<file path="config.mk">
export PLATFORM = sky130hd
export DESIGN_NAME = circle_box_collision_side_unit
export DESIGN_NICKNAME = d
export VERILOG_FILES = /design/src/rtl/core/cbcs_pkg.sv /design/src/rtl/core/circle_box_collision_side_unit.sv
export SDC_FILE = /design/constraint.sdc
export NUM_CORES = 2
export LEC_CHECK = 0
export BUFFER_PORTS_ARGS = -buffer_cell sky130_fd_sc_hd__buf_2
export CORE_MARGIN = 5
export CORE_UTILIZATION = 45
export DETAILED_ROUTE_END_ITERATION = 6
export PLACE_DENSITY_LB_ADDON = 0.05
export SYNTH_ARGS = -nofsm -noshare
export SYNTH_HDL_FRONTEND = slang
export SYNTH_SLANG_ARGS = --single-unit
</file>
<file path="constraint.sdc">
create_clock -name clk -period 18.1 [get_ports clk]
set_input_delay 2.715 -clock clk [delete_from_list [all_inputs] [get_ports clk]]
set_output_delay 2.715 -clock clk [all_outputs]
set_load 0.02 [all_outputs]
</file>
<file path="src/rtl/core/cbcs_pkg.sv">
package cbcs_pkg;

  // Fixed field widths of the result and the radius.
  localparam int unsigned RADIUS_W  = 15;
  localparam int unsigned CONTACT_W = 16;
  localparam int unsigned SQ_W      = 2 * RADIUS_W;

  typedef enum logic [2:0] {
    SIDE_NONE   = 3'd0,
    SIDE_LEFT   = 3'd1,
    SIDE_RIGHT  = 3'd2,
    SIDE_TOP    = 3'd3,
    SIDE_BOTTOM = 3'd4
  } side_t;

endpackage

</file>
<file path="src/rtl/core/circle_box_collision_side_unit.sv">
// Channel | Direction | Handshake            | Payload
// in      | input     | in_valid / in_ready   | circle_xy, radius, a_*, box_xy, b_*
// out     | output    | out_valid / out_ready | hit, circle_side, circle_contact, box_contact
//
// Four register stages: face and corner differences, absolute values and the
// side choice, the three 15x15 squares, then the distance compare into the
// output register. A beat passes the stage 1, 2 and 3 registers before out_valid
// rises, and one pair can be taken every cycle while the output is not stalled.
// Reset clears only the stage valid bits.
// A stall at the output holds each full stage with no empty stage after it; empty stages still fill.
module circle_box_collision_side_unit #(
  parameter int unsigned COORD_BITS = 16
) (
  input  logic                           clk,
  input  logic                           rst,
  input  logic                           in_valid,
  output logic                           in_ready,
  input  logic [2*COORD_BITS-1:0]        circle_xy,
  input  logic [14:0]                    radius,
  input  logic signed [COORD_BITS-1:0]   a_top,
  input  logic signed [COORD_BITS-1:0]   a_right,
  input  logic signed [COORD_BITS-1:0]   a_bottom,
  input  logic signed [COORD_BITS-1:0]   a_left,
  input  logic [2*COORD_BITS-1:0]        box_xy,
  input  logic signed [COORD_BITS-1:0]   b_top,
  input  logic signed [COORD_BITS-1:0]   b_right,
  input  logic signed [COORD_BITS-1:0]   b_bottom,
  input  logic signed [COORD_BITS-1:0]   b_left,
  output logic                           out_valid,
  input  logic                           out_ready,
  output logic                           hit,
  output logic [2:0]                     circle_side,
  output logic signed [15:0]             circle_contact,
  output logic signed [15:0]             box_contact
);
  import cbcs_pkg::*;

  localparam int unsigned W  = COORD_BITS;
  // Differences need two extra bits; DW is at least 17, above the 16 bits of the signed radius.
  localparam int unsigned DW = (COORD_BITS + 2 > 17) ? COORD_BITS + 2 : 17;

  // ---------------- stage 1 logic ----------------
  logic signed [DW-1:0] cx, cy, bx, by, r_e;
  logic signed [DW-1:0] at, ar, ab, al, bt, br, bb, bl;
  logic                 in_x, in_y, f_left, f_right, f_bottom, f_top;
  logic                 right_of, below;
  logic signed [DW-1:0] kx, ky;
  side_t                face_side, h_side, v_side;
  logic [CONTACT_W-1:0] face_cc, face_bc, h_cc, h_bc, v_cc, v_bc;

  assign cx  = DW'($signed(circle_xy[W-1:0]));
  assign cy  = DW'($signed(circle_xy[2*W-1:W]));
  assign bx  = DW'($signed(box_xy[W-1:0]));
  assign by  = DW'($signed(box_xy[2*W-1:W]));
  assign r_e = DW'($signed({1'b0, radius}));
  assign at  = DW'(a_top);
  assign ar  = DW'(a_right);
  assign ab  = DW'(a_bottom);
  assign al  = DW'(a_left);
  assign bt  = DW'(b_top);
  assign br  = DW'(b_right);
  assign bb  = DW'(b_bottom);
  assign bl  = DW'(b_left);

  assign in_y     = (cy < bt) && (cy > bb);
  assign in_x     = (cx < br) && (cx > bl);
  assign f_left   = (cx < bx) && in_y && ((bl - cx) < r_e);
  assign f_right  = (cx > bx) && in_y && ((cx - br) < r_e);
  assign f_bottom = (cy > by) && in_x && ((cy - bt) < r_e);
  assign f_top    = (cy < by) && in_x && ((bb - cy) < r_e);
  assign right_of = cx > bx;
  assign below    = cy < by;
  assign kx       = right_of ? br : bl;
  assign ky       = below ? bb : bt;

  // Contacts keep the low 16 bits of the sign-extended edge.
  always_comb begin
    face_side = SIDE_NONE;
    face_cc   = '0;
    face_bc   = '0;
    if (f_left) begin
      face_side = SIDE_LEFT;
      face_cc   = br[CONTACT_W-1:0];
      face_bc   = al[CONTACT_W-1:0];
    end else if (f_right) begin
      face_side = SIDE_RIGHT;
      face_cc   = bl[CONTACT_W-1:0];
      face_bc   = ar[CONTACT_W-1:0];
    end else if (f_bottom) begin
      face_side = SIDE_BOTTOM;
      face_cc   = bt[CONTACT_W-1:0];
      face_bc   = ab[CONTACT_W-1:0];
    end else if (f_top) begin
      face_side = SIDE_TOP;
      face_cc   = bb[CONTACT_W-1:0];
      face_bc   = at[CONTACT_W-1:0];
    end
  end

  always_comb begin
    if (right_of) begin
      h_side = SIDE_LEFT;
      h_cc   = br[CONTACT_W-1:0];
      h_bc   = al[CONTACT_W-1:0];
    end else begin
      h_side = SIDE_RIGHT;
      h_cc   = bl[CONTACT_W-1:0];
      h_bc   = ar[CONTACT_W-1:0];
    end
    if (below) begin
      v_side = SIDE_TOP;
      v_cc   = bb[CONTACT_W-1:0];
      v_bc   = at[CONTACT_W-1:0];
    end else begin
      v_side = SIDE_BOTTOM;
      v_cc   = bt[CONTACT_W-1:0];
      v_bc   = ab[CONTACT_W-1:0];
    end
  end

  // ---------------- stage registers ----------------
  logic adv1, adv2, adv3, adv4;
  logic s1_valid, s2_valid, s3_valid;

  logic                 s1_face, s1_corner;
  side_t                s1_face_side, s1_h_side, s1_v_side;
  logic [CONTACT_W-1:0] s1_face_cc, s1_face_bc, s1_h_cc, s1_h_bc, s1_v_cc, s1_v_bc;
  logic signed [DW-1:0] s1_dx, s1_dy, s1_lr, s1_tb, s1_r;

  logic                 s2_face, s2_corner;
  side_t                s2_side;
  logic [CONTACT_W-1:0] s2_cc, s2_bc;
  logic [RADIUS_W-1:0]  s2_ax, s2_ay, s2_r;

  logic                 s3_face, s3_corner;
  side_t                s3_side;
  logic [CONTACT_W-1:0] s3_cc, s3_bc;
  logic [SQ_W-1:0]      s3_sx, s3_sy, s3_sr;

  assign adv4     = !out_valid || out_ready;
  assign adv3     = !s3_valid || adv4;
  assign adv2     = !s2_valid || adv3;
  assign adv1     = !s1_valid || adv2;
  assign in_ready = adv1;

  always_ff @(posedge clk) begin
    if (rst) begin
      s1_valid  <= 1'b0;
      s2_valid  <= 1'b0;
      s3_valid  <= 1'b0;
      out_valid <= 1'b0;
    end else begin
      if (adv1) begin
        s1_valid <= in_valid;
      end
      if (adv2) begin
        s2_valid <= s1_valid;
      end
      if (adv3) begin
        s3_valid <= s2_valid;
      end
      if (adv4) begin
        out_valid <= s3_valid;
      end
    end
  end

  // Stage 1: face tests, corner differences and overlap depths.
  always_ff @(posedge clk) begin
    if (adv1) begin
      s1_face      <= face_side != SIDE_NONE;
      s1_corner    <= (cx != bx) && (cy != by);
      s1_face_side <= face_side;
      s1_face_cc   <= face_cc;
      s1_face_bc   <= face_bc;
      s1_h_side    <= h_side;
      s1_h_cc      <= h_cc;
      s1_h_bc      <= h_bc;
      s1_v_side    <= v_side;
      s1_v_cc      <= v_cc;
      s1_v_bc      <= v_bc;
      s1_dx        <= kx - cx;
      s1_dy        <= ky - cy;
      s1_lr        <= right_of ? (br - al) : (ar - bl);
      s1_tb        <= below ? (at - bb) : (bt - ab);
      s1_r         <= r_e;
    end
  end

  // Stage 2: absolute distances, the bound check and the side choice.
  logic signed [DW-1:0] abs_dx, abs_dy;
  logic                 bound_ok;

  assign abs_dx   = s1_dx[DW-1] ? -s1_dx : s1_dx;
  assign abs_dy   = s1_dy[DW-1] ? -s1_dy : s1_dy;
  assign bound_ok = (abs_dx < s1_r) && (abs_dy < s1_r);

  always_ff @(posedge clk) begin
    if (adv2) begin
      s2_face   <= s1_face;
      s2_corner <= s1_corner && bound_ok;
      s2_ax     <= abs_dx[RADIUS_W-1:0];
      s2_ay     <= abs_dy[RADIUS_W-1:0];
      s2_r      <= s1_r[RADIUS_W-1:0];
      if (s1_face) begin
        s2_side <= s1_face_side;
        s2_cc   <= s1_face_cc;
        s2_bc   <= s1_face_bc;
      end else if (s1_lr < s1_tb) begin
        s2_side <= s1_h_side;
        s2_cc   <= s1_h_cc;
        s2_bc   <= s1_h_bc;
      end else begin
        s2_side <= s1_v_side;
        s2_cc   <= s1_v_cc;
        s2_bc   <= s1_v_bc;
      end
    end
  end

  // Stage 3: squares.
  always_ff @(posedge clk) begin
    if (adv3) begin
      s3_face   <= s2_face;
      s3_corner <= s2_corner;
      s3_side   <= s2_side;
      s3_cc     <= s2_cc;
      s3_bc     <= s2_bc;
      s3_sx     <= SQ_W'(s2_ax) * SQ_W'(s2_ax);
      s3_sy     <= SQ_W'(s2_ay) * SQ_W'(s2_ay);
      s3_sr     <= SQ_W'(s2_r) * SQ_W'(s2_r);
    end
  end

  // Stage 4: distance compare and the output register.
  logic [SQ_W:0] dist_sq;
  logic          hit_next;

  assign dist_sq  = {1'b0, s3_sx} + {1'b0, s3_sy};
  assign hit_next = s3_face || (s3_corner && (dist_sq < {1'b0, s3_sr}));

  always_ff @(posedge clk) begin
    if (adv4) begin
      hit            <= hit_next;
      circle_side    <= hit_next ? s3_side : SIDE_NONE;
      circle_contact <= hit_next ? s3_cc : '0;
      box_contact    <= hit_next ? s3_bc : '0;
    end
  end

endmodule

</file>
==> flow_results.org <==
** Status
- Result of the run :: complete, no violations

** Logic synthesis
- Synthesis produced around 4800 cells.
- After synthesis, the share of cell area in mux cells is 0.01057.
- Counting flops with an async set or reset pin after synthesis yields a share of 0.
- Post-synthesis cell type count :: 80
- Number of flops mapped to enable cells by yosys :: about 430
- Simple logic cell fraction of the synthesized area :: 0.1148
- Synthesis inferred approximately 440 register bits.
- A synthesized cell averages slightly below 10 µm².
- After synthesis, the cell types taking the most area are sky130_fd_sc_hd__edfxtp_1, sky130_fd_sc_hd__fa_1, sky130_fd_sc_hd__ha_1, sky130_fd_sc_hd__inv_1, sky130_fd_sc_hd__xnor2_1.
- Of the total synthesized cell area, the portion taken by XOR and XNOR cells is 0.04621.
- Fraction of the mapped netlist area in compound gates :: 0.1232
- Of the synthesized area, sequential elements account for 0.2777.
- Area share of the largest cell type after synthesis :: 0.2760
- Post-Synth Adder-Cell Area :: 0.3450
- The synthesized netlist occupies a cell area of between 40000 and 50000 µm².
- For this run, the number of Yosys warnings is 0.
- By area, the combinational part of the netlist is dominated by adder cells.
- Yosys top cell by area :: sky130_fd_sc_hd__edfxtp_1
- Net count of the mapped netlist :: a little over 6000
- The most used flip-flop cell after synthesis is sky130_fd_sc_hd__edfxtp_1.

** CTS
- Post-CTS Setup Inserts :: 0
- Clock Tree Buf Depth :: 3
- The tree is rooted in a sky130_fd_sc_hd__clkbuf_16.
- Clock Pin Slew Worst Setup and Hold Paths :: about 0.06 ns
- Counting the buffers created by CTS gives 52.
- CTS built an H-tree with a depth of 2.
- Clk sink count :: roughly 440
- Clock network latency to the later pin of the worst-skew pair :: 0.65 ns
- After clock tree synthesis, the repair step resized 0 gates.
- Number of buffers inserted for hold repair after clock tree synthesis :: 0
- TritonCTS built the clock tree.

** Detailed routing
- Drt via density :: roughly 5.3
- For this block, the routed nets add up to ~130 mm of wire.
- For this block, wires on met1 add up to roughly 56 mm.
- The pre-antenna-repair detailed-routing pass consisted of 6 iterations.
- Summed over all nets, wire length on met3 after detailed routing comes to around 5.6 mm.
- Summing over every cut layer, the via total after detailed routing is around 34000.
- Iteration-0 DRC Markers :: around 2200
- Amount of wire on met2 after detailed routing :: 66.54 mm
- The detail route stage leaves a number of antenna-violating nets equal to 0.
- After detailed routing, the number of remaining DRC violations is 0.
- Average routed wire per standard cell :: 20.63 µm
- Top layer reached by signal wires :: met5

** Timing
- Slew at the pin closest to its max-slew limit :: between 1 and 1.5 ns
- Hold Violations, Final :: 0
- Setup violations remaining at the end of the flow were counted as 0.
- Max Clk Rate :: about 140 MHz
- Worst-case clock skew :: 0.05069 ns
- Final cycle utilization of the critical path :: 0.4090
- Setup repair after global routing missed its margin :: no
- Adding up every negative setup slack in the final design gives 0 ns.
- The worst path in the final design needs a cycle of ~7.4 ns, including I/O delays and setup.
- The worst pin sits at a relative slew slack of 0.2754.
- The number of pins with negative max-slew slack in the final report came to 0.

** Place
- Routability congestion estimate from global placement :: ~0.94
- The count of buffers added on input and output ports is 248.
- The HPWL after detailed placement is 111.1 mm.

** Critical path
- The critical path is of the input port to flop type.
- Register-to-register setup slack :: 10.97 ns
- For the worst setup path, the data required time is ~18 ns.
- Worst reg2reg endpoint :: s3_sy[29]$_DFFE_PP_
- Data arrives at the worst endpoint at approximately 7.8 ns.
- In this run the worst path has a maximum fanout of 16.
- Crit path launch type :: input port
- Critical R2R Launch :: s2_ay[2]$_DFFE_PP_
- The worst setup path is captured at a flop.
- For the worst flop-to-flop path, the logic depth is 24.

** Global routing
- The initial antenna violation count is 8.
- Summed over all layers, the global routing overflow is 0.
- Across every metal layer, demand over resource in global routing totals 0.2407.
- Pin count of the biggest net entering global routing :: just over 90
- Number of global-route vias before repair :: 35500
- The first global-routing pass estimated 207.3 mm of wire.

** Final layout
- Registers take 13050 µm².
- Most frequent cells in the layout :: sky130_fd_sc_hd__inv_1, sky130_fd_sc_hd__ha_1, sky130_fd_sc_hd__edfxtp_1
- In the final layout, the share of cells above drive strength 1 is 0.07850.
- Summing all multi-input logic gate instances after layout gives about 30000 µm².
- Leaving out fill and tap cells, the most frequent cell in the layout is sky130_fd_sc_hd__inv_1.
- At the end of the flow, the number of nets in the layout was roughly 6300.
- Relative to the synthesized area, the layout overhead comes to 9.713%.
- The filler cells instantiated in the layout total between 9000 and 10000.

** Floorplanning
- Measured along the x axis, the die boundary spans approximately 330 µm.
- Chip height :: roughly 330 µm
- between 200 and 250 I/O pins were placed.
- The die covers between 100000 and 150000 µm².
- The core region is 103600 µm².
- The floorplan has ~120 rows.
- For this configuration, the core starts out at a cell density of 0.4535.

** Worst hold path
- Startpoint of the worst hold path :: s2_bc[15]$_DFFE_PP_
- Along the worst hold path, the cell count comes to 0.
- The path class of the tightest hold or removal check is flop to flop.
- The path with the worst hold slack has its endpoint at s3_bc[15]$_DFFE_PP_.

** Run
- Max-cap violations in this run came to 0.
## Yosys cell counts (28+ instances only)
master and instances:
sky130_fd_sc_hd__a21o_1 87, sky130_fd_sc_hd__a21oi_1 233, sky130_fd_sc_hd__and2_1 150, sky130_fd_sc_hd__clkbuf_1 79, sky130_fd_sc_hd__edfxtp_1 432, sky130_fd_sc_hd__fa_1 417, sky130_fd_sc_hd__ha_1 629, sky130_fd_sc_hd__inv_1 913
sky130_fd_sc_hd__mux2i_1 44, sky130_fd_sc_hd__nand2_1 422, sky130_fd_sc_hd__nand2b_1 32, sky130_fd_sc_hd__nand3_1 72, sky130_fd_sc_hd__nor2_1 227, sky130_fd_sc_hd__nor2b_1 60, sky130_fd_sc_hd__nor3_1 59, sky130_fd_sc_hd__o21a_1 58
sky130_fd_sc_hd__o21ai_0 237, sky130_fd_sc_hd__o21bai_1 28, sky130_fd_sc_hd__o22ai_1 38, sky130_fd_sc_hd__xnor2_1 193, sky130_fd_sc_hd__xor2_1 55
## per-stage QoR
step | hold WS, ns | instance area, µm² | setup WS (ns) | utilization | instances
floorplan | 0.4003 | 47010 | 8.281 | - | 4843
global placement | 0.4010 | 49800 | 10.18 | 0.4805 | 6391
detailed placement | 0.4054 | 49800 | 10.13 | 0.4805 | 6391
CTS | 0.4194 | 51560 | 10.79 | 0.4975 | 6488
global route | 0.4187 | 51560 | 10.42 | 0.4975 | 6488
finish | 0.4170 | 51570 | 10.70 | 0.4976 | 6491
## flip-flops by register name, summed over array words and instances, names as in the netlist, 15 cells and up
name	cells
s1_v_cc	16
s2_r	15
s1_face_cc	16
s2_ax	15
s1_r	15
s1_lr	17
s2_bc	16
s1_dx	18
s1_dy	18
s2_cc	16
s1_h_bc	16
s1_tb	17
s3_sx	29
s1_h_cc	16
s2_ay	15
s3_sy	29
circle_contact	16
s3_cc	16
s3_bc	16
s3_sr	29
box_contact	16
s1_v_bc	16
s1_face_bc	16
## area by class of cell
cell class                 count  share of cell area
clock inverter                35            0.008273
antenna                        3           0.0001456
timing repair buffer         276             0.02814
sequential                   436              0.2531
tap                         1380             0.03348
inverter                     915             0.06662
clock buffer                  62             0.02596
multi-input combinational   3384              0.5843
## kinds of logic after synthesis
family                   count (synthesis)
AO/OA/AOI/OAI                          907
flip-flops                             436
buffers and inverters                 1023
multiplexers                            49
AND/OR/NAND/NOR                       1134
adder cells (fa/ha/maj)               1046
XOR/XNOR                               248
## critical path, stage by stage
cell and delay, ns:
sky130_fd_sc_hd__buf_2 0.16, sky130_fd_sc_hd__ha_1 0.32, sky130_fd_sc_hd__nor2b_1 0.13, sky130_fd_sc_hd__o21a_1 0.16, sky130_fd_sc_hd__o21a_1 0.15, sky130_fd_sc_hd__o21ai_0 0.19
sky130_fd_sc_hd__a21oi_1 0.13, sky130_fd_sc_hd__o31ai_4 0.58, sky130_fd_sc_hd__inv_2 0.24, sky130_fd_sc_hd__a21boi_0 0.36, sky130_fd_sc_hd__inv_1 0.12, sky130_fd_sc_hd__ha_1 0.29
sky130_fd_sc_hd__nor2b_1 0.12, sky130_fd_sc_hd__o21ai_0 0.29, sky130_fd_sc_hd__a21boi_0 0.17, sky130_fd_sc_hd__o21ai_0 0.25, sky130_fd_sc_hd__a21oi_1 0.14, sky130_fd_sc_hd__a41o_1 0.28
sky130_fd_sc_hd__o41a_1 0.37, sky130_fd_sc_hd__a211o_1 0.29, sky130_fd_sc_hd__a21oi_1 0.22, sky130_fd_sc_hd__xnor2_1 0.08
## how the worst max path moves through the flow
stage                             start             endpoint  slack (ns)  cells after the start
after global placement     circle_xy[9]  s1_dx[15]$_DFFE_PP_       10.18                     20
after detailed placement   circle_xy[9]  s1_dx[15]$_DFFE_PP_       10.13                     20
final                     circle_xy[17]  s1_dy[15]$_DFFE_PP_       10.70                     22
after CTS                 circle_xy[17]  s1_dy[15]$_DFFE_PP_       10.79                     22
after floorplan               out_ready             in_ready        8.28                      3
after global routing       circle_xy[9]  s1_dx[14]$_DFFE_PP_       10.42                     21
## layer usage
layer,track usage,vias up
met5,0,-
met4,0.08151,2
met3,0.02578,192
met2,0.4303,817
met1,0.3052,16710
li1,-,16750
Power is left out: the tool's default activity adds up to more than one toggle a clock period on the data nets, which glitch-free logic cannot reach.
